<file path="src/rtl/bbc_pkg.sv">
// ----------------------------------------------------------------------------
// Bracket balance checker package
// Shared sizes, stack entry codes and bracket decode functions.
// ----------------------------------------------------------------------------
package bbc_pkg;

    // Number of stack entries the checker can hold.
    localparam int STACK_DEPTH = 64;

    // The level counter must hold STACK_DEPTH itself; the address does not.
    localparam int LVL_W  = $clog2(STACK_DEPTH + 1);
    localparam int ADDR_W = $clog2(STACK_DEPTH);

    localparam int CHAR_W = 8;

    localparam logic [CHAR_W-1:0] CHAR_LPAREN = 8'h28; // (
    localparam logic [CHAR_W-1:0] CHAR_RPAREN = 8'h29; // )
    localparam logic [CHAR_W-1:0] CHAR_LSQ    = 8'h5B; // [
    localparam logic [CHAR_W-1:0] CHAR_RSQ    = 8'h5D; // ]
    localparam logic [CHAR_W-1:0] CHAR_LCURL  = 8'h7B; // {
    localparam logic [CHAR_W-1:0] CHAR_RCURL  = 8'h7D; // }

    // Stack entry code. CODE_OTHER is a byte that no bracket can close.
    typedef enum logic [1:0] {
        CODE_OTHER  = 2'd0,
        CODE_PAREN  = 2'd1,
        CODE_SQUARE = 2'd2,
        CODE_CURLY  = 2'd3
    } t_code;

    localparam int CODE_W = $bits(t_code);

    // Code of the opening bracket that this byte would close.
    function automatic t_code closer_code(input logic [CHAR_W-1:0] c);
        t_code r;
        case (c)
            CHAR_RPAREN: r = CODE_PAREN;
            CHAR_RSQ:    r = CODE_SQUARE;
            CHAR_RCURL:  r = CODE_CURLY;
            default:     r = CODE_OTHER;
        endcase
        return r;
    endfunction

    // Code under which this byte is pushed.
    function automatic t_code push_code(input logic [CHAR_W-1:0] c);
        t_code r;
        case (c)
            CHAR_LPAREN: r = CODE_PAREN;
            CHAR_LSQ:    r = CODE_SQUARE;
            CHAR_LCURL:  r = CODE_CURLY;
            default:     r = CODE_OTHER;
        endcase
        return r;
    endfunction

endpackage

</file>
<file path="src/rtl/bbc_ram.sv">
// ----------------------------------------------------------------------------
// Bracket balance checker RAM
// Simple dual-port RAM, one write and one read port, registered read data.
// ----------------------------------------------------------------------------
module bbc_ram #(
    parameter int WIDTH = 2,
    parameter int DEPTH = 64
) (
    input  logic                     i_clk,
    input  logic                     i_we,
    input  logic [$clog2(DEPTH)-1:0] i_waddr,
    input  logic [WIDTH-1:0]         i_wdata,
    input  logic [$clog2(DEPTH)-1:0] i_raddr,
    output logic [WIDTH-1:0]         o_rdata
);

    logic [WIDTH-1:0] r_mem [DEPTH];
    logic [WIDTH-1:0] r_rdata;

    always_ff @(posedge i_clk) begin
        if (i_we) begin
            r_mem[i_waddr] <= i_wdata;
        end
        r_rdata <= r_mem[i_raddr];
    end

    assign o_rdata = r_rdata;

endmodule

</file>
<file path="src/rtl/bracket_balance_checker_top.sv">
// ----------------------------------------------------------------------------
// Bracket balance checker
// Streams a string one byte per item and reports whether its brackets balance.
// ----------------------------------------------------------------------------
//
// Channel  | Direction | tdata (low bit up)             | tuser        | tlast
// ---------+-----------+--------------------------------+--------------+--------------
// s_axis   | in        | char_code[7:0]                 | char_present | end_of_string
// m_axis   | out       | is_balanced, stack_overflowed  | -            | -
//
// One item is taken every cycle unless a verdict waits unread in the output
// register; the stack update for a byte finishes in the cycle it is
// accepted, thanks to a top-of-stack register. The stack RAM is read ahead
// at the entry below the top, so a pop always finds its new top in the RAM
// read data. A verdict appears in the cycle after the item that ends the
// string and sits in an output register; the input keeps flowing while
// that register is empty or being drained. Reset is synchronous and needs
// no clearing pass: the stack RAM content is never trusted across strings.
//
module bracket_balance_checker_top
    import bbc_pkg::*;
(
    input  logic                  i_clk,
    input  logic                  i_rst_n,

    input  logic                  s_axis_tvalid,
    output logic                  s_axis_tready,
    input  logic [CHAR_W-1:0]     s_axis_tdata,  // [7:0] char_code
    input  logic                  s_axis_tuser,  // [0] char_present
    input  logic                  s_axis_tlast,  // end_of_string

    output logic                  m_axis_tvalid,
    input  logic                  m_axis_tready,
    output logic [7:0]            m_axis_tdata   // [0] is_balanced, [1] stack_overflowed
);

    localparam logic [LVL_W-1:0] LVL_FULL = LVL_W'(STACK_DEPTH);
    localparam logic [LVL_W-1:0] LVL_ONE  = LVL_W'(1);
    localparam logic [LVL_W-1:0] LVL_TWO  = LVL_W'(2);
    localparam int               OUT_PAD_W = 6;

    // Stack state. r_top mirrors the entry at r_level-1 when r_level is not 0.
    logic [LVL_W-1:0] r_level, n_level;
    t_code            r_top,   n_top;
    logic             r_odd,   n_odd;
    logic             r_ovf,   n_ovf;

    // Output register.
    logic             r_out_valid;
    logic             r_out_bal;
    logic             r_out_ovf;

    logic              in_acc;
    t_code             want;
    t_code             pcode;
    logic              ram_we;
    logic [ADDR_W-1:0] ram_waddr;
    logic [ADDR_W-1:0] ram_raddr;
    logic [LVL_W-1:0]  rd_lvl;
    logic [CODE_W-1:0] ram_rdata;
    logic              v_bal;
    logic              v_ovf;

    // A new item can go whenever the verdict slot is free or draining.
    assign s_axis_tready = !r_out_valid || m_axis_tready;
    assign in_acc        = s_axis_tvalid && s_axis_tready;

    assign want  = closer_code(s_axis_tdata);
    assign pcode = push_code(s_axis_tdata);

    always_comb begin
        n_level   = r_level;
        n_top     = r_top;
        n_odd     = r_odd;
        n_ovf     = r_ovf;
        ram_we    = 1'b0;
        ram_waddr = r_level[ADDR_W-1:0];

        if (in_acc && s_axis_tuser) begin
            n_odd = ~r_odd;
            if (want != CODE_OTHER && r_level != '0 && r_top == want) begin
                // Pop: the entry below the top was prefetched last cycle.
                n_level = r_level - LVL_ONE;
                n_top   = t_code'(ram_rdata);
            end else if (r_level == LVL_FULL) begin
                n_ovf = 1'b1;
            end else begin
                ram_we  = 1'b1;
                n_level = r_level + LVL_ONE;
                n_top   = pcode;
            end
        end

        // Verdict reflects the state after this item's byte.
        v_bal = !n_odd && (n_level == '0) && !n_ovf;
        v_ovf = n_ovf;

        if (in_acc && s_axis_tlast) begin
            n_level = '0;
            n_odd   = 1'b0;
            n_ovf   = 1'b0;
        end

        // Prefetch the entry below the next top. A push writes index level
        // while this read targets level-1, so the two never collide; below
        // level 2 the read data is unused.
        rd_lvl    = n_level - LVL_TWO;
        ram_raddr = rd_lvl[ADDR_W-1:0];
    end

    bbc_ram #(
        .WIDTH (CODE_W),
        .DEPTH (STACK_DEPTH)
    ) u_stack_ram (
        .i_clk   (i_clk),
        .i_we    (ram_we),
        .i_waddr (ram_waddr),
        .i_wdata (pcode),
        .i_raddr (ram_raddr),
        .o_rdata (ram_rdata)
    );

    always_ff @(posedge i_clk) begin
        if (!i_rst_n) begin
            r_level     <= '0;
            r_odd       <= 1'b0;
            r_ovf       <= 1'b0;
            r_out_valid <= 1'b0;
        end else begin
            r_level <= n_level;
            r_odd   <= n_odd;
            r_ovf   <= n_ovf;
            if (in_acc && s_axis_tlast) begin
                r_out_valid <= 1'b1;
            end else if (m_axis_tready) begin
                r_out_valid <= 1'b0;
            end
        end
    end

    // Payload registers carry no reset.
    always_ff @(posedge i_clk) begin
        r_top <= n_top;
        if (in_acc && s_axis_tlast) begin
            r_out_bal <= v_bal;
            r_out_ovf <= v_ovf;
        end
    end

    assign m_axis_tvalid = r_out_valid;
    assign m_axis_tdata  = {{OUT_PAD_W{1'b0}}, r_out_ovf, r_out_bal};

    // The level counter never runs past the stack depth.
    a_level_bound: assert property (@(posedge i_clk) disable iff (!i_rst_n)
        r_level <= LVL_FULL)
        else $error("stack level beyond depth");

    // Overflow can only be recorded with a full stack.
    a_ovf_full: assert property (@(posedge i_clk) disable iff (!i_rst_n)
        (!r_ovf && n_ovf) |-> (r_level == LVL_FULL))
        else $error("overflow flag without full stack");

    // Without overflow, every byte moved the level by one, so parities agree.
    a_parity: assert property (@(posedge i_clk) disable iff (!i_rst_n)
        !r_ovf |-> (r_odd == r_level[0]))
        else $error("length parity and stack level disagree");

    // A string end always produces a verdict in the next cycle.
    a_verdict: assert property (@(posedge i_clk) disable iff (!i_rst_n)
        (s_axis_tvalid && s_axis_tready && s_axis_tlast) |=> m_axis_tvalid)
        else $error("missing verdict after end of string");

    // An overflowed string is never reported as balanced.
    a_ovf_not_bal: assert property (@(posedge i_clk) disable iff (!i_rst_n)
        m_axis_tvalid |-> !(m_axis_tdata[0] && m_axis_tdata[1]))
        else $error("overflowed string reported balanced");

endmodule

</file>
<file path="config.mk">
export PLATFORM = sky130hd
export DESIGN_NAME = bracket_balance_checker_top
export DESIGN_NICKNAME = d
export VERILOG_FILES = /design/src/rtl/bbc_pkg.sv /design/src/rtl/bbc_ram.sv /design/src/rtl/bracket_balance_checker_top.sv
export SDC_FILE = /design/constraint.sdc
export NUM_CORES = 1
export LEC_CHECK = 0
export BUFFER_PORTS_ARGS = -buffer_cell sky130_fd_sc_hd__buf_4
export CAP_MARGIN = 20
export CELL_PAD_IN_SITES_DETAIL_PLACEMENT = 1
export CELL_PAD_IN_SITES_GLOBAL_PLACEMENT = 2
export CORE_MARGIN = 4
export CORE_UTILIZATION = 46
export DETAILED_ROUTE_END_ITERATION = 10
export PLACE_DENSITY = 0.9
export SYNTH_ARGS = -nofsm -noshare
export SYNTH_HDL_FRONTEND = slang
export SYNTH_SLANG_ARGS = --single-unit
</file>
<file path="constraint.sdc">
create_clock -name i_clk -period 10.7 [get_ports i_clk]
set_clock_uncertainty 0.2 [all_clocks]
set_input_delay 2.14 -clock i_clk [delete_from_list [all_inputs] [get_ports i_clk]]
set_output_delay 2.14 -clock i_clk [all_outputs]
set_load 0.05 [all_outputs]
</file>
Yosys cells after proc, flatten, opt, wreduce, memory -nomap -nowiden. Memory sizes are Yosys's and may differ from the RTL's. A register that Yosys moved wholly into a read port is not among the register bits. Index checks and enable logic that the tools add are counted.

Register bits: 14. RAM bits: 128. Bits of input ports: 14. Output and inout bits: 10. Word-level logic and storage cells: 58. Memories kept: 1.

Memory list: u_stack_ram.r_mem (words 64, width 2, read ports 1, clocked after memory_dff 1, write ports 1, line bbc_ram.sv:17) `logic [WIDTH-1:0] r_mem [DEPTH];`.

Add/sub/neg operators: 3. Equality and inequality tests: 9. Mux-type cells: 19. Bitwise operators: 2. Reductions and logical operators: 17.

Operators with widths (number): $eq A8 B7 Y1 const B (4); $mux W7 (4); $eq A8 B6 Y1 const B (2); $pmux W2 S3 (2); $mux W1 (11); $add A7 B1 Y7 const B (1); $eq A7 B7 Y1 const B (1); $logic_and A1 B1 Y1 (7); $logic_not A7 Y1 (1); $reduce_bool A7 Y1 (1); $sub A7 B1 Y7 const B (1); $sub A6 B2 Y6 const B (1); $mux W2 (2); $reduce_bool A2 Y1 (2); $logic_not A1 Y1 (3); $eq A2 B2 Y1 (1); $ne A2 B2 Y1 const B (1); $not A1 Y1 (2); $reduce_and A2 Y1 (1); $reduce_or A2 Y1 (1); $logic_or A1 B1 Y1 (1).

Longest topological paths before layout. Gate-level depths: netlist of run 1.

Depth in word-level cells: 10. Gate-level depth with buffers: 19. Gate-level depth less buffers: 17.

Cells and area by module. A second synthesis of run 1 with hierarchy kept.

Cell total of the unflattened synthesis: 463. Area, all modules: 6587.6 um2.

By module, submodules not included: bbc_ram (instances 1, cells an instance 324, area each 5397.7 um2, sequential area each 3883.7 um2); bracket_balance_checker_top (instances 1, cells an instance 139, area each 1189.9 um2, sequential area each 320.3 um2).

Worst setup path before layout of run 1. OpenSTA, ideal clock, no wires.

Path type: in2reg. Start point: in s_axis_tdata[1]. End point: reg u_stack_ram.r_rdata[1], in the netlist u_stack_ram.o_rdata[1] (read register of u_stack_ram.r_mem). Setup time: 116 ps. Arrival: 5828 ps. Data required time: 10384 ps. Setup slack: 4556 ps. Cell stages on the path: 17. Buffers on the path: 2. Cells stage by stage: or3b_1 -> buf_6 -> nor4b_4 -> nor2_2 -> or3_1 -> a31o_2 -> nor2_1 -> inv_2 -> clkbuf_1 -> ha_1 -> clkinv_1 -> or3_1 -> o21ai_0 -> nor3_1 -> o31ai_1 -> o22ai_1 -> o211a_1.

Word-level cells in the longest chain between the ends: 9. Elaborated cells on any way between the ends: 12. Those cells by class: add/sub (1); eq/ne (4); mux (4); reduce/logical (3).

Ends and longest elaborated chain: start, declared (line bracket_balance_checker_top.sv:28) `input logic [CHAR_W-1:0] s_axis_tdata,`; $eq A8 B7 Y1 or $eq A8 B6 Y1 (tied branches) (line bbc_pkg.sv:36) `case (c)`; $pmux W2 S3 (*) (line bbc_pkg.sv:36); $reduce_bool A2 Y1 (line bracket_balance_checker_top.sv:81) `if (want != CODE_OTHER && r_level != '0 && r_top == want) begin`; $logic_and A1 B1 Y1 (line bracket_balance_checker_top.sv:81); $logic_and A1 B1 Y1 (*) (line bracket_balance_checker_top.sv:81); $mux W7 (*) (line bracket_balance_checker_top.sv:81); $mux W7 (*) (line bracket_balance_checker_top.sv:79) `if (in_acc && s_axis_tuser) begin`; $mux W7 (*) (line bracket_balance_checker_top.sv:98) `if (in_acc && s_axis_tlast) begin`; $sub A6 B2 Y6 (*) (line bracket_balance_checker_top.sv:107) `rd_lvl = n_level - LVL_TWO;`; end, declared (line bbc_ram.sv:18) `logic [WIDTH-1:0] r_rdata;`.

Mark *: on every way between the ends. The rest lies on a longest branch, timed or not. A chain may end at the register's enable or synchronous reset.

Final worst setup path of run 1. Ends and elaborated chain as after synthesis.

==> results of run 1 <==
-- cell families after synthesis --
family	synth area share
xor+xnor	0.00882
compound gates	0.123
flops	0.605
mux	0.0529
other cells	0.000540
simple gates	0.170
buf+inv	0.0349
fa+ha+maj	0.00540
-- report_power, final --
group          leakage [nW]  internal [mW]  switching (mW)
clock                 0.290          0.389           0.238
sequential             1.35          0.610         0.00295
combinational         0.935         0.0403          0.0828
total                  2.57           1.04           0.323
-- layer usage --
metal / global-route usage / vias up / part of all wire
met5: 0 / - / 0
met2: 0.409 / 210 / 0.50
met4: 0.0920 / 0 / 0.025
met3: 0.0646 / 42 / 0.073
met1: 0.314 / 2559 / 0.41
li1: - / 2227 / -
-- worst max-delay path by stage --
stage,to,start,depth (start not counted)
after floorplan,u_stack_ram.o_rdata[1],s_axis_tdata[1],17
after global placement,u_stack_ram.o_rdata[1],s_axis_tdata[1],17
after detailed placement,u_stack_ram.o_rdata[1],s_axis_tdata[1],17
after CTS,u_stack_ram.o_rdata[1],s_axis_tdata[1],17
after global routing,u_stack_ram.o_rdata[1],s_axis_tdata[1],17
final,u_stack_ram.o_rdata[1],s_axis_tdata[1],17
-- worst max-delay path: stages --
cell and delay (ns):
sky130_fd_sc_hd__buf_4 0.12, sky130_fd_sc_hd__or3b_1 0.50, sky130_fd_sc_hd__nor4b_4 0.34, sky130_fd_sc_hd__nor2_2 0.13, sky130_fd_sc_hd__or3_1 0.37, sky130_fd_sc_hd__a31o_2 0.29
sky130_fd_sc_hd__nor2_2 0.08, sky130_fd_sc_hd__buf_4 0.34, sky130_fd_sc_hd__inv_2 0.25, sky130_fd_sc_hd__ha_1 0.37, sky130_fd_sc_hd__clkinv_1 0.50, sky130_fd_sc_hd__or3_1 0.57
sky130_fd_sc_hd__o21ai_0 0.17, sky130_fd_sc_hd__nor3_1 0.09, sky130_fd_sc_hd__o31ai_1 0.34, sky130_fd_sc_hd__o22ai_1 0.15, sky130_fd_sc_hd__o211a_1 0.25
-- cells in the mapped netlist (7+ instances only) --
master,count
sky130_fd_sc_hd__nand2_1,46
sky130_fd_sc_hd__nor3_1,11
sky130_fd_sc_hd__clkbuf_1,15
sky130_fd_sc_hd__nand3b_1,8
sky130_fd_sc_hd__o21ai_1,8
sky130_fd_sc_hd__mux2i_1,12
sky130_fd_sc_hd__dfxtp_1,12
sky130_fd_sc_hd__a21oi_1,18
sky130_fd_sc_hd__o21ai_0,17
sky130_fd_sc_hd__nand3_1,20
sky130_fd_sc_hd__or3_1,17
sky130_fd_sc_hd__a31oi_1,7
sky130_fd_sc_hd__buf_4,8
sky130_fd_sc_hd__edfxtp_1,132
sky130_fd_sc_hd__nor2_1,88
sky130_fd_sc_hd__buf_2,14
sky130_fd_sc_hd__a22oi_1,7
sky130_fd_sc_hd__mux4_2,10
-- final cells by class --
class | instances | area share
tap | 184 | 0.0294
sequential | 144 | 0.537
inverter | 9 | 0.00432
clock inverter | 14 | 0.0243
timing repair buffer | 26 | 0.0250
clock buffer | 18 | 0.0549
multi-input combinational | 392 | 0.325
-- state kept, by name, summed over array words and instances (netlist names) --
register / flops
r_out_ovf: 1
u_stack_ram.r_mem: 128
r_top: 2
r_odd: 1
m_axis_tvalid: 1
r_out_bal: 1
r_level: 7
r_ovf: 1
u_stack_ram.o_rdata: 2
==> impl_summary.log, run 1 <==
[metrics] post-detailed-route DRC marker count: 0
[metrics] critical path launch point type: input port
[metrics] number of max-slew violations in the final report: 0
[metrics] total of endpoints with negative setup slack in the final report: 0
[metrics] maximum vdd drop: 0.136 mV
[metrics] Tightest Pin Transition: 0.950 ns
[metrics] die footprint: 17100 um2
[metrics] clock slew seen by the registers of the worst setup and hold paths: 0.07 ns
[metrics] CTS Sinks: 144
[metrics] clock insertion delay at the later pin of the skew report: 0.44 ns
[metrics] dominant synthesized flop cell: sky130_fd_sc_hd__edfxtp_1
[metrics] Final Hold Vio Count: 0
[metrics] register-to-register setup slack: 4.67 ns
[metrics] number of hold buffers added after CTS: 0
[metrics] P_leak: 2.57 nW
[metrics] master cell of the clock root buffer: sky130_fd_sc_hd__clkbuf_16
[metrics] via count of the first global-routing pass: 5299
[metrics] Setup TNS: 0 ns
[metrics] Worst Slack Setup Final: 3.79 ns
[metrics] most common library cell in the layout ignoring fill and taps: sky130_fd_sc_hd__edfxtp_1
[metrics] largest area contributor in the synthesized netlist: sky130_fd_sc_hd__edfxtp_1
[metrics] Avg WL per Cell: 25.1 um
[metrics] worst hold slack after final layout: 0.299 ns
[metrics] GRT Util Overall: 0.247
[metrics] antenna violations before repair: 0
[metrics] maximum root-to-sink buffer count: 2
[metrics] CTS resizes: 0
[metrics] type of the worst min-delay path: register to register
[metrics] achievable frequency: 145 MHz
[metrics] async set-or-reset flop fraction in the synthesized netlist: 0
[metrics] data required time of the worst path: 10.83 ns
[metrics] CTS tree: built
[metrics] fin area: 7820 um2
[metrics] run status: completed
[metrics] Worst Hold Endpoint: r_ovf
[metrics] 1st-iter DRT viols: 556
[metrics] setup repair after global routing missed its margin: no
[metrics] netlist area before placement: 6950 um2
[metrics] post-place setup slack: 3.56 ns
[metrics] instance count after placement with tap cells included: 755
[metrics] layout cell share with drive strength beyond 1: 0.158
[metrics] antenna violation net count after detailed routing: 0
[metrics] initial core utilization: 0.475
[metrics] critical setup path kind: input port to register
[metrics] R2R Path Start: r_level[0]
[metrics] area of the multi-input gates: 2540 um2
[metrics] horizontal die dimension: 131 um
[metrics] commonest cells after routing, fill and taps aside: sky130_fd_sc_hd__edfxtp_1 (132), sky130_fd_sc_hd__nor2_1 (87), sky130_fd_sc_hd__nand2_1 (46), sky130_fd_sc_hd__buf_4 (26), sky130_fd_sc_hd__nand3_1 (20)
[metrics] first-pass detailed-route iteration total: 5
[metrics] CP arrival: 7.04 ns
[metrics] per-instance average area after synthesis: 12.0 um2
[metrics] area share of the largest cell type after synthesis: 0.570
[metrics] number of nets in the final layout: 607
[metrics] post-DP HPWL: 12.4 mm
[metrics] Relative slew margins: 0.365
[metrics] total vias in the final route: 5038
[metrics] min Tclk post-route: 6.91 ns
[metrics] global-route wire length before repair: 30.7 mm
[metrics] warnings from Yosys: 0
[metrics] flip-flop and latch count after synthesis: 144
[metrics] nature of the critical path endpoint: register
[metrics] die boundary height: 131 um
[metrics] power per cell area: 174 nW/um2
[metrics] post-detailed-routing wire length: 19.8 mm
[metrics] Core Rows: 44
[metrics] final standard cell count with taps included and fillers excluded: 787
[metrics] area added between synthesis and finish: 12.6%
[metrics] sequential area share after synthesis: 0.605
[metrics] top fanout value on the critical path: 31
[metrics] TritonCTS buffer count: 17
[metrics] end of the worst register-to-register path: u_stack_ram.o_rdata[1]
[metrics] number of cell instances on the worst register-to-register path: 19
[metrics] synthesized instance count: 581
[metrics] maximum number of pins on one net before global-route repair: 66
[metrics] worst hold start: r_ovf
[metrics] number of levels in the clock H-tree: 4
[metrics] number of enable-type register cells in the synthesized netlist: 132
[metrics] global placer's final weighted congestion: 0.813
[metrics] total power: 1.36 mW
[metrics] number of ports placed on the die boundary: 24
[metrics] count of input and output buffers: 17
[metrics] Remaining Overflow, GRT: 0
[metrics] antenna fix cells: 0
[metrics] number of buffers added for setup after CTS: 0
[metrics] placeable core region: 14600 um2
[metrics] final cell utilization of the core: 0.534
[metrics] register cell area after layout: 4200 um2
[metrics] number of unique standard cell types used by synthesis: 82
[metrics] share of the clock period used by the worst path: 0.646
[metrics] vias per cell: 6.40
[metrics] top post-synthesis cells by area: sky130_fd_sc_hd__edfxtp_1 (57%), sky130_fd_sc_hd__nor2_1 (4.8%), sky130_fd_sc_hd__dfxtp_1 (3.5%)
[metrics] layout filler cell count: 1488
[metrics] WHS Path Cells: 2
[metrics] total placed instance area: 7200 um2
[metrics] reported max-cap violation count: 0
Note: power is estimated with default switching activity, not from simulation.
==> run 2: changes to the inputs <==
--- a/config.mk
+++ b/config.mk
@@ -10,9 +10,9 @@
 export CELL_PAD_IN_SITES_DETAIL_PLACEMENT = 1
 export CELL_PAD_IN_SITES_GLOBAL_PLACEMENT = 2
 export CORE_MARGIN = 4
-export CORE_UTILIZATION = 46
+export CORE_UTILIZATION = 39
 export DETAILED_ROUTE_END_ITERATION = 10
-export PLACE_DENSITY = 0.9
+export PLACE_DENSITY = 0.82
 export SYNTH_ARGS = -nofsm -noshare
 export SYNTH_HDL_FRONTEND = slang
 export SYNTH_SLANG_ARGS = --single-unit
==> constraint.sdc (replaced) <==
create_clock -name i_clk -period 5.9 [get_ports i_clk]
set_clock_uncertainty 0.2 [all_clocks]
set_input_delay 1.18 -clock i_clk [delete_from_list [all_inputs] [get_ports i_clk]]
set_output_delay 1.18 -clock i_clk [all_outputs]
set_load 0.05 [all_outputs]
==> run 2 against run 1 <==
Against the previous run:
- combinational power up 89%
- global-route usage down 4.0 points
- wire length up 3.5%
- hold slack better by 0.039 ns
- critical path depth unchanged
- flip-flop and latch count unchanged
- critical path type is now register to register
- largest cell class unchanged
- largest power group is now sequential cells
==> impl_summary.log, run 2 (synthesized netlist as in run 1, its figures left out) <==
[metrics] power per cell area: 299 nW/um2 (+71%)
[metrics] area added between synthesis and finish: 13.4%
[metrics] first-pass detailed-route iteration total: 5 (unchanged)
[metrics] P_leak: 2.58 nW (+0.34%)
[metrics] maximum number of pins on one net before global-route repair: 66 (unchanged)
[metrics] end of the worst register-to-register path: u_stack_ram.o_rdata[1]
[metrics] most common library cell in the layout ignoring fill and taps: sky130_fd_sc_hd__edfxtp_1
[metrics] die footprint: 20000 um2 (+17%)
[metrics] launch point of the critical path: r_level[0]
[metrics] run status: completed
[metrics] top fanout value on the critical path: 19 (-39%)
[metrics] CP arrival: 5.56 ns (-1.48 ns)
[metrics] Tightest Pin Transition: 0.849 ns (-0.100 ns)
[metrics] achievable frequency: 183 MHz
[metrics] global placer's final weighted congestion: 0.819 (+0.76%)
[metrics] clock insertion delay at the later pin of the skew report: 0.43 ns (about the same)
[metrics] number of levels in the clock H-tree: 4 (unchanged)
[metrics] vias per cell: 6.00 (-6.3%)
[metrics] CTS tree: built
[metrics] clock slew seen by the registers of the worst setup and hold paths: 0.07 ns (about the same)
[metrics] antenna fix cells: 0 (unchanged)
[metrics] number of nets in the final layout: 615 (+1.3%)
[metrics] total placed instance area: 7310 um2 (+1.4%)
[metrics] Remaining Overflow, GRT: 0 (unchanged)
[metrics] type of the worst min-delay path: register to register
[metrics] layout filler cell count: 1843 (+24%)
[metrics] via count of the first global-routing pass: 5187 (-2.1%)
[metrics] count of input and output buffers: 17 (unchanged)
[metrics] post-detailed-route DRC marker count: 0 (unchanged)
[metrics] fin area: 7880 um2 (+0.74%)
[metrics] master cell of the clock root buffer: sky130_fd_sc_hd__clkbuf_16
[metrics] critical path launch point type: register
[metrics] post-detailed-routing wire length: 20.4 mm (+3.5%)
[metrics] total vias in the final route: 5008 (-0.60%)
[metrics] commonest cells after routing, fill and taps aside: sky130_fd_sc_hd__edfxtp_1 (132), sky130_fd_sc_hd__nor2_1 (87), sky130_fd_sc_hd__nand2_1 (46), sky130_fd_sc_hd__buf_4 (33), sky130_fd_sc_hd__nand3_1 (20)
[metrics] antenna violation net count after detailed routing: 0 (unchanged)
[metrics] Largest register FFs: 128 (unchanged)
[metrics] initial core utilization: 0.400 (-0.0742)
[metrics] data required time of the worst path: 6.00 ns (-4.83 ns)
[metrics] horizontal die dimension: 141 um (+8.1%)
[metrics] Final Hold Vio Count: 0 (unchanged)
[metrics] setup repair after global routing missed its margin: no
[metrics] Relative slew margins: 0.433 (+0.0679)
[metrics] nature of the critical path endpoint: register
[metrics] 1st-iter DRT viols: 540 (-2.9%)
[metrics] number of max-slew violations in the final report: 0 (unchanged)
[metrics] min Tclk post-route: 5.46 ns
[metrics] critical setup path kind: register to register
[metrics] Regs by FF count: u_stack_ram.r_mem x128, r_level x7
[metrics] R2R Path Start: r_level[0]
[metrics] register-to-register setup slack: 0.44 ns (-4.23 ns)
[metrics] Worst setup endpoint: u_stack_ram.o_rdata[1]
[metrics] Setup TNS: 0 ns (unchanged)
[metrics] layout cell share with drive strength beyond 1: 0.166 (+0.00803)
[metrics] number of ports placed on the die boundary: 24 (unchanged)
[metrics] global-route wire length before repair: 31.2 mm (+1.4%)
[metrics] maximum root-to-sink buffer count: 2 (unchanged)
[metrics] Reg with most FFs: u_stack_ram.r_mem
[metrics] reported max-cap violation count: 0 (unchanged)
[metrics] number of hold buffers added after CTS: 0 (unchanged)
[metrics] die boundary height: 141 um (+8.1%)
[metrics] TritonCTS buffer count: 17 (unchanged)
[metrics] placeable core region: 17400 um2 (+19%)
[metrics] post-DP HPWL: 13.4 mm (+8.1%)
[metrics] CTS Sinks: 144 (unchanged)
[metrics] CTS resizes: 0 (unchanged)
[metrics] maximum vdd drop: 0.228 mV (+68%)
[metrics] total of endpoints with negative setup slack in the final report: 0 (unchanged)
[metrics] share of the clock period used by the worst path: 0.926
[metrics] number of buffers added for setup after CTS: 0 (unchanged)
[metrics] Core Rows: 48 (+9.1%)
[metrics] GRT Util Overall: 0.208 (-0.0398)
[metrics] number of cell instances on the worst register-to-register path: 17 (-2)
[metrics] antenna violations before repair: 0 (unchanged)
[metrics] Avg WL per Cell: 24.5 um (-2.5%)
## run 2: cell types whose count changed in the layout (fill, tap and decap cells not counted), sizes merged
| cell | before | now |
|---|---|---|
| buf | 26 | 34 |
| bufinv | 4 | 1 |
| clkbuf | 18 | 19 |
| inv | 8 | 9 |
## run 2: area by class of cell
cell class              count  area [um2]  share of cell area
flip-flops and latches    144        4200               0.534
multi-input cells         392        2540               0.322
clock buffers              19         433              0.0549
well taps                 225         282              0.0357
repair buffers             34         275              0.0349
clock inverters            12         113              0.0143
inverters                   9        33.8             0.00429
## run 2: how the worst min path moves through the flow
stage	from	end	slack (ns)	depth (start not counted)
5_1_grt	u_stack_ram.o_rdata[1]	r_top[1]	0.36	1
2_1_floorplan	r_ovf	r_ovf	0.25	2
6_report	r_ovf	r_ovf	0.34	2
4_1_cts	r_ovf	r_ovf	0.34	2
3_5_place_dp	r_ovf	r_ovf	0.33	2
3_3_place_gp	r_ovf	r_ovf	0.34	2
## run 2: layer usage
layer  vias up  GRT usage  routed length [um]
met5         -          0                   0
met4         0     0.0621                 334
met3        19     0.0408                1200
met2       192      0.348               10300
met1      2555      0.275                8660
li1       2242          -                   -
## run 2: worst max-delay path, stage by stage (launching register included)
cell                       delay [ns]
sky130_fd_sc_hd__dfxtp_1         0.78
sky130_fd_sc_hd__clkinv_1        0.49
sky130_fd_sc_hd__ha_1            0.38
sky130_fd_sc_hd__nand2b_1        0.20
sky130_fd_sc_hd__nor3_2          0.10
sky130_fd_sc_hd__or2b_2          0.38
sky130_fd_sc_hd__or3_1           0.31
sky130_fd_sc_hd__a31o_2          0.29
sky130_fd_sc_hd__nor2_2          0.13
sky130_fd_sc_hd__inv_2           0.05
sky130_fd_sc_hd__ha_1            0.29
sky130_fd_sc_hd__clkinv_1        0.34
sky130_fd_sc_hd__or3_1           0.51
sky130_fd_sc_hd__o21ai_0         0.18
sky130_fd_sc_hd__nor3_1          0.08
sky130_fd_sc_hd__o31ai_1         0.26
sky130_fd_sc_hd__o22ai_1         0.11
sky130_fd_sc_hd__o211a_1         0.24
## run 2: stage by stage
step / power (mW) / hold slack, ns / utilization / setup slack (ns) / std cells
3_5_place_dp: 1.36 / 0.327 / 0.421 / 0.475 / 803
5_1_grt: 2.43 / 0.355 / 0.454 / 0.210 / 835
6_report: 2.35 / 0.338 / 0.454 / 0.437 / 835
4_1_cts: 2.37 / 0.343 / 0.452 / 0.525 / 834
3_3_place_gp: 1.36 / 0.335 / 0.421 / 0.630 / 803
2_1_floorplan: 1.29 / 0.246 / - / 0.716 / 586
## run 2: report_power, final
| part | total (mW) | internal [mW] | switching, mW | leakage (nW) |
|---|---|---|---|---|
| sequential | 1.11 | 1.11 | 0.00693 | 1.35 |
| combinational | 0.233 | 0.0819 | 0.151 | 0.980 |
| clock | 1.01 | 0.579 | 0.429 | 0.253 |
| total | 2.35 | 1.77 | 0.586 | 2.58 |
==> run 3: changes to the inputs <==
--- a/config.mk
+++ b/config.mk
@@ -10,9 +10,9 @@
 export CELL_PAD_IN_SITES_DETAIL_PLACEMENT = 1
 export CELL_PAD_IN_SITES_GLOBAL_PLACEMENT = 2
 export CORE_MARGIN = 4
-export CORE_UTILIZATION = 39
+export CORE_UTILIZATION = 46
 export DETAILED_ROUTE_END_ITERATION = 10
-export PLACE_DENSITY = 0.82
+export PLACE_DENSITY = 0.9
 export SYNTH_ARGS = -nofsm -noshare
 export SYNTH_HDL_FRONTEND = slang
 export SYNTH_SLANG_ARGS = --single-unit
==> constraint.sdc (replaced) <==
create_clock -name i_clk -period 7 [get_ports i_clk]
set_clock_uncertainty 0.2 [all_clocks]
set_input_delay 1.4 -clock i_clk [delete_from_list [all_inputs] [get_ports i_clk]]
set_output_delay 1.4 -clock i_clk [all_outputs]
set_load 0.05 [all_outputs]
==> run 3 against run 2 <==
Against the previous run:
- core utilization is 8.2 points higher
- sequential power decreased by 15%
- critical path depth fell by 1
- flip-flop and latch count unchanged
==> impl_summary.log, run 3 (synthesized netlist as in run 1, its figures left out) <==
[metrics] master cell of the clock root buffer: sky130_fd_sc_hd__clkbuf_16
[metrics] via count of the first global-routing pass: 5434 (+4.8%)
[metrics] CTS resizes: 0 (unchanged)
[metrics] number of max-slew violations in the final report: 0 (unchanged)
[metrics] layout cell share with drive strength beyond 1: 0.153 (-0.0127)
[metrics] power per cell area: 272 nW/um2 (-9.0%)
[metrics] first-pass detailed-route iteration total: 5 (unchanged)
[metrics] Core Rows: 44 (-8.3%)
[metrics] global-route wire length before repair: 31.8 mm (+2.0%)
[metrics] post-place setup slack: 0.921 ns (+0.446 ns)
[metrics] family with the most delay on the worst path: simple AND/OR/NAND/NOR gates
[metrics] fin area: 7860 um2 (-0.30%)
[metrics] Avg WL per Cell: 26.2 um (+7.1%)
[metrics] WHS Path Cells: 2 (unchanged)
[metrics] number of cell instances on the worst register-to-register path: 18 (+1)
[metrics] total of endpoints with negative setup slack in the final report: 0 (unchanged)
[metrics] total number of cells along the worst setup path: 16 (-1)
[metrics] antenna violations before repair: 0 (unchanged)
[metrics] number of hold buffers added after CTS: 0 (unchanged)
[metrics] post-detailed-routing wire length: 20.6 mm (+0.79%)
[metrics] type of the worst min-delay path: register to register
[metrics] total vias in the final route: 5158 (+3.0%)
[metrics] CTS Sinks: 144 (unchanged)
[metrics] TritonCTS buffer count: 17 (unchanged)
[metrics] setup repair after global routing missed its margin: no
[metrics] critical path launch point type: input port
[metrics] R2R Path Start: r_level[0]
[metrics] area of the multi-input gates: 2540 um2 (unchanged)
[metrics] GRT Util Overall: 0.254 (+0.0465)
[metrics] total placed instance area: 7210 um2 (-1.3%)
[metrics] Worst Path Buf+Inv: 3 (unchanged)
[metrics] slowest library cell on the worst path: sky130_fd_sc_hd__or3_1
[metrics] run status: completed
[metrics] clock slew seen by the registers of the worst setup and hold paths: 0.06 ns (about the same)
[metrics] Relative slew margins: 0.355 (-0.0786)
[metrics] most common library cell in the layout ignoring fill and taps: sky130_fd_sc_hd__edfxtp_1
[metrics] post-detailed-route DRC marker count: 0 (unchanged)
[metrics] top fanout value on the critical path: 15 (-4)
[metrics] Reg with most FFs: u_stack_ram.r_mem
[metrics] Setup TNS: 0 ns (unchanged)
[metrics] number of buffers added for setup after CTS: 0 (unchanged)
[metrics] Worst Slack Setup Final: 1.23 ns (+0.790 ns)
[metrics] maximum root-to-sink buffer count: 2 (unchanged)
[metrics] die boundary height: 131 um (-7.5%)
[metrics] Tightest Pin Transition: 0.968 ns (+0.119 ns)
[metrics] crit path cell chain: buf_4 > or3b_1 > a211oi_1 > nor2_2 > or3_1 > a31o_2 > nor2_2 > inv_2 > ha_1 > clkinv_1 > or3_1 > o21ai_0 > nor3_1 > o31ai_1 > o22ai_1 > o211a_1
[metrics] instance count after placement with tap cells included: 756 (-5.9%)
[metrics] data required time of the worst path: 7.12 ns (+1.12 ns)
[metrics] vias per cell: 6.56 (+9.4%)
[metrics] placeable core region: 14600 um2 (-16%)
[metrics] launch point of the critical path: s_axis_tdata[1]
[metrics] worst hold start: r_ovf
[metrics] maximum vdd drop: 0.239 mV (+4.5%)
[metrics] area added between synthesis and finish: 13.1%
[metrics] number of ports placed on the die boundary: 24 (unchanged)
[metrics] Regs by FF count: u_stack_ram.r_mem x128, r_level x7
[metrics] antenna violation net count after detailed routing: 0 (unchanged)
[metrics] Largest register FFs: 128 (unchanged)
[metrics] number of levels in the clock H-tree: 4 (unchanged)
[metrics] total power: 2.13 mW (-9.3%)
[metrics] post-DP HPWL: 12.8 mm (-4.3%)
[metrics] min Tclk post-route: 5.77 ns
[metrics] number of nets in the final layout: 608 (-1.1%)
[metrics] layout filler cell count: 1515 (-18%)
[metrics] global placer's final weighted congestion: 0.862 (+5.2%)
[metrics] Remaining Overflow, GRT: 0 (unchanged)
[metrics] critical setup path kind: input port to register
[metrics] antenna fix cells: 0 (unchanged)
[metrics] commonest cells after routing, fill and taps aside: sky130_fd_sc_hd__edfxtp_1 (132), sky130_fd_sc_hd__nor2_1 (87), sky130_fd_sc_hd__nand2_1 (46), sky130_fd_sc_hd__buf_4 (27), sky130_fd_sc_hd__nand3_1 (20)
[metrics] clock insertion delay at the later pin of the skew report: 0.43 ns (about the same)
[metrics] share of the clock period used by the worst path: 0.825
[metrics] maximum number of pins on one net before global-route repair: 66 (unchanged)
[metrics] final standard cell count with taps included and fillers excluded: 786 (-5.9%)
[metrics] achievable frequency: 173 MHz
[metrics] P_leak: 2.60 nW (+0.61%)
[metrics] initial core utilization: 0.475 (+0.0742)
[metrics] CP arrival: 5.89 ns (+0.33 ns)
[metrics] die footprint: 17100 um2 (-14%)
[metrics] nature of the critical path endpoint: register
[metrics] Final Hold Vio Count: 0 (unchanged)
[metrics] count of input and output buffers: 17 (unchanged)
[metrics] CTS tree: built
[metrics] reported max-cap violation count: 0 (unchanged)
[metrics] horizontal die dimension: 131 um (-7.5%)
[metrics] delay contributed by the slowest stage of the critical path: 0.58 ns (-0.20 ns)
[metrics] 1st-iter DRT viols: 632 (+17%)
[metrics] register cell area after layout: 4200 um2 (unchanged)
run 3: cell count changes in the layout (fill, tap and decap cells not counted), moves of 2 or more:
| cell | change |
|---|---|
| sky130_fd_sc_hd__buf_4 | -6 |
| sky130_fd_sc_hd__bufinv_16 | +5 |
| sky130_fd_sc_hd__clkinvlp_4 | -3 |
| sky130_fd_sc_hd__clkinv_1 | +2 |
| sky130_fd_sc_hd__inv_6 | -2 |
run 3: area by class of cell:
class	instances	area share
Multi-Input combinational cell	392	0.323
Clock buffer	18	0.0546
Clock inverter	12	0.0276
Tap cell	184	0.0293
Timing Repair Buffer	27	0.0258
Sequential cell	144	0.535
Inverter	9	0.00430
run 3: final timing paths:
path	endpoint	slack, ns
worst min-delay path	r_ovf	0.32
worst max register to register	u_stack_ram.o_rdata[1]	1.37
worst min register to register	r_ovf	0.32
worst max-delay path	u_stack_ram.o_rdata[1]	1.23
run 3: worst min-delay path, stage by stage, from the launching register on:
cell and delay, ns:
sky130_fd_sc_hd__dfxtp_1 0.31, sky130_fd_sc_hd__a31oi_1 0.07, sky130_fd_sc_hd__nor2_1 0.10
run 3: report_power, final:
part | switching (mW) | internal [mW]
clock | 0.342 | 0.661
combinational | 0.131 | 0.0627
sequential | 0.00468 | 0.933
total | 0.479 | 1.66
run 3: metal layers:
layer	wire length, um	up-vias	track usage
li1	-	2229	-
met2	9890	261	0.411
met4	727	0	0.0986
met3	1600	59	0.0650
met1	8400	2609	0.330
met5	0	-	0
run 3: through the flow:
step           hold slack [ns]   util
2_1_floorplan            0.246      -
3_3_place_gp             0.288  0.492
3_5_place_dp             0.306  0.492
4_1_cts                  0.322  0.536
5_1_grt                  0.338  0.536
6_report                 0.315  0.536
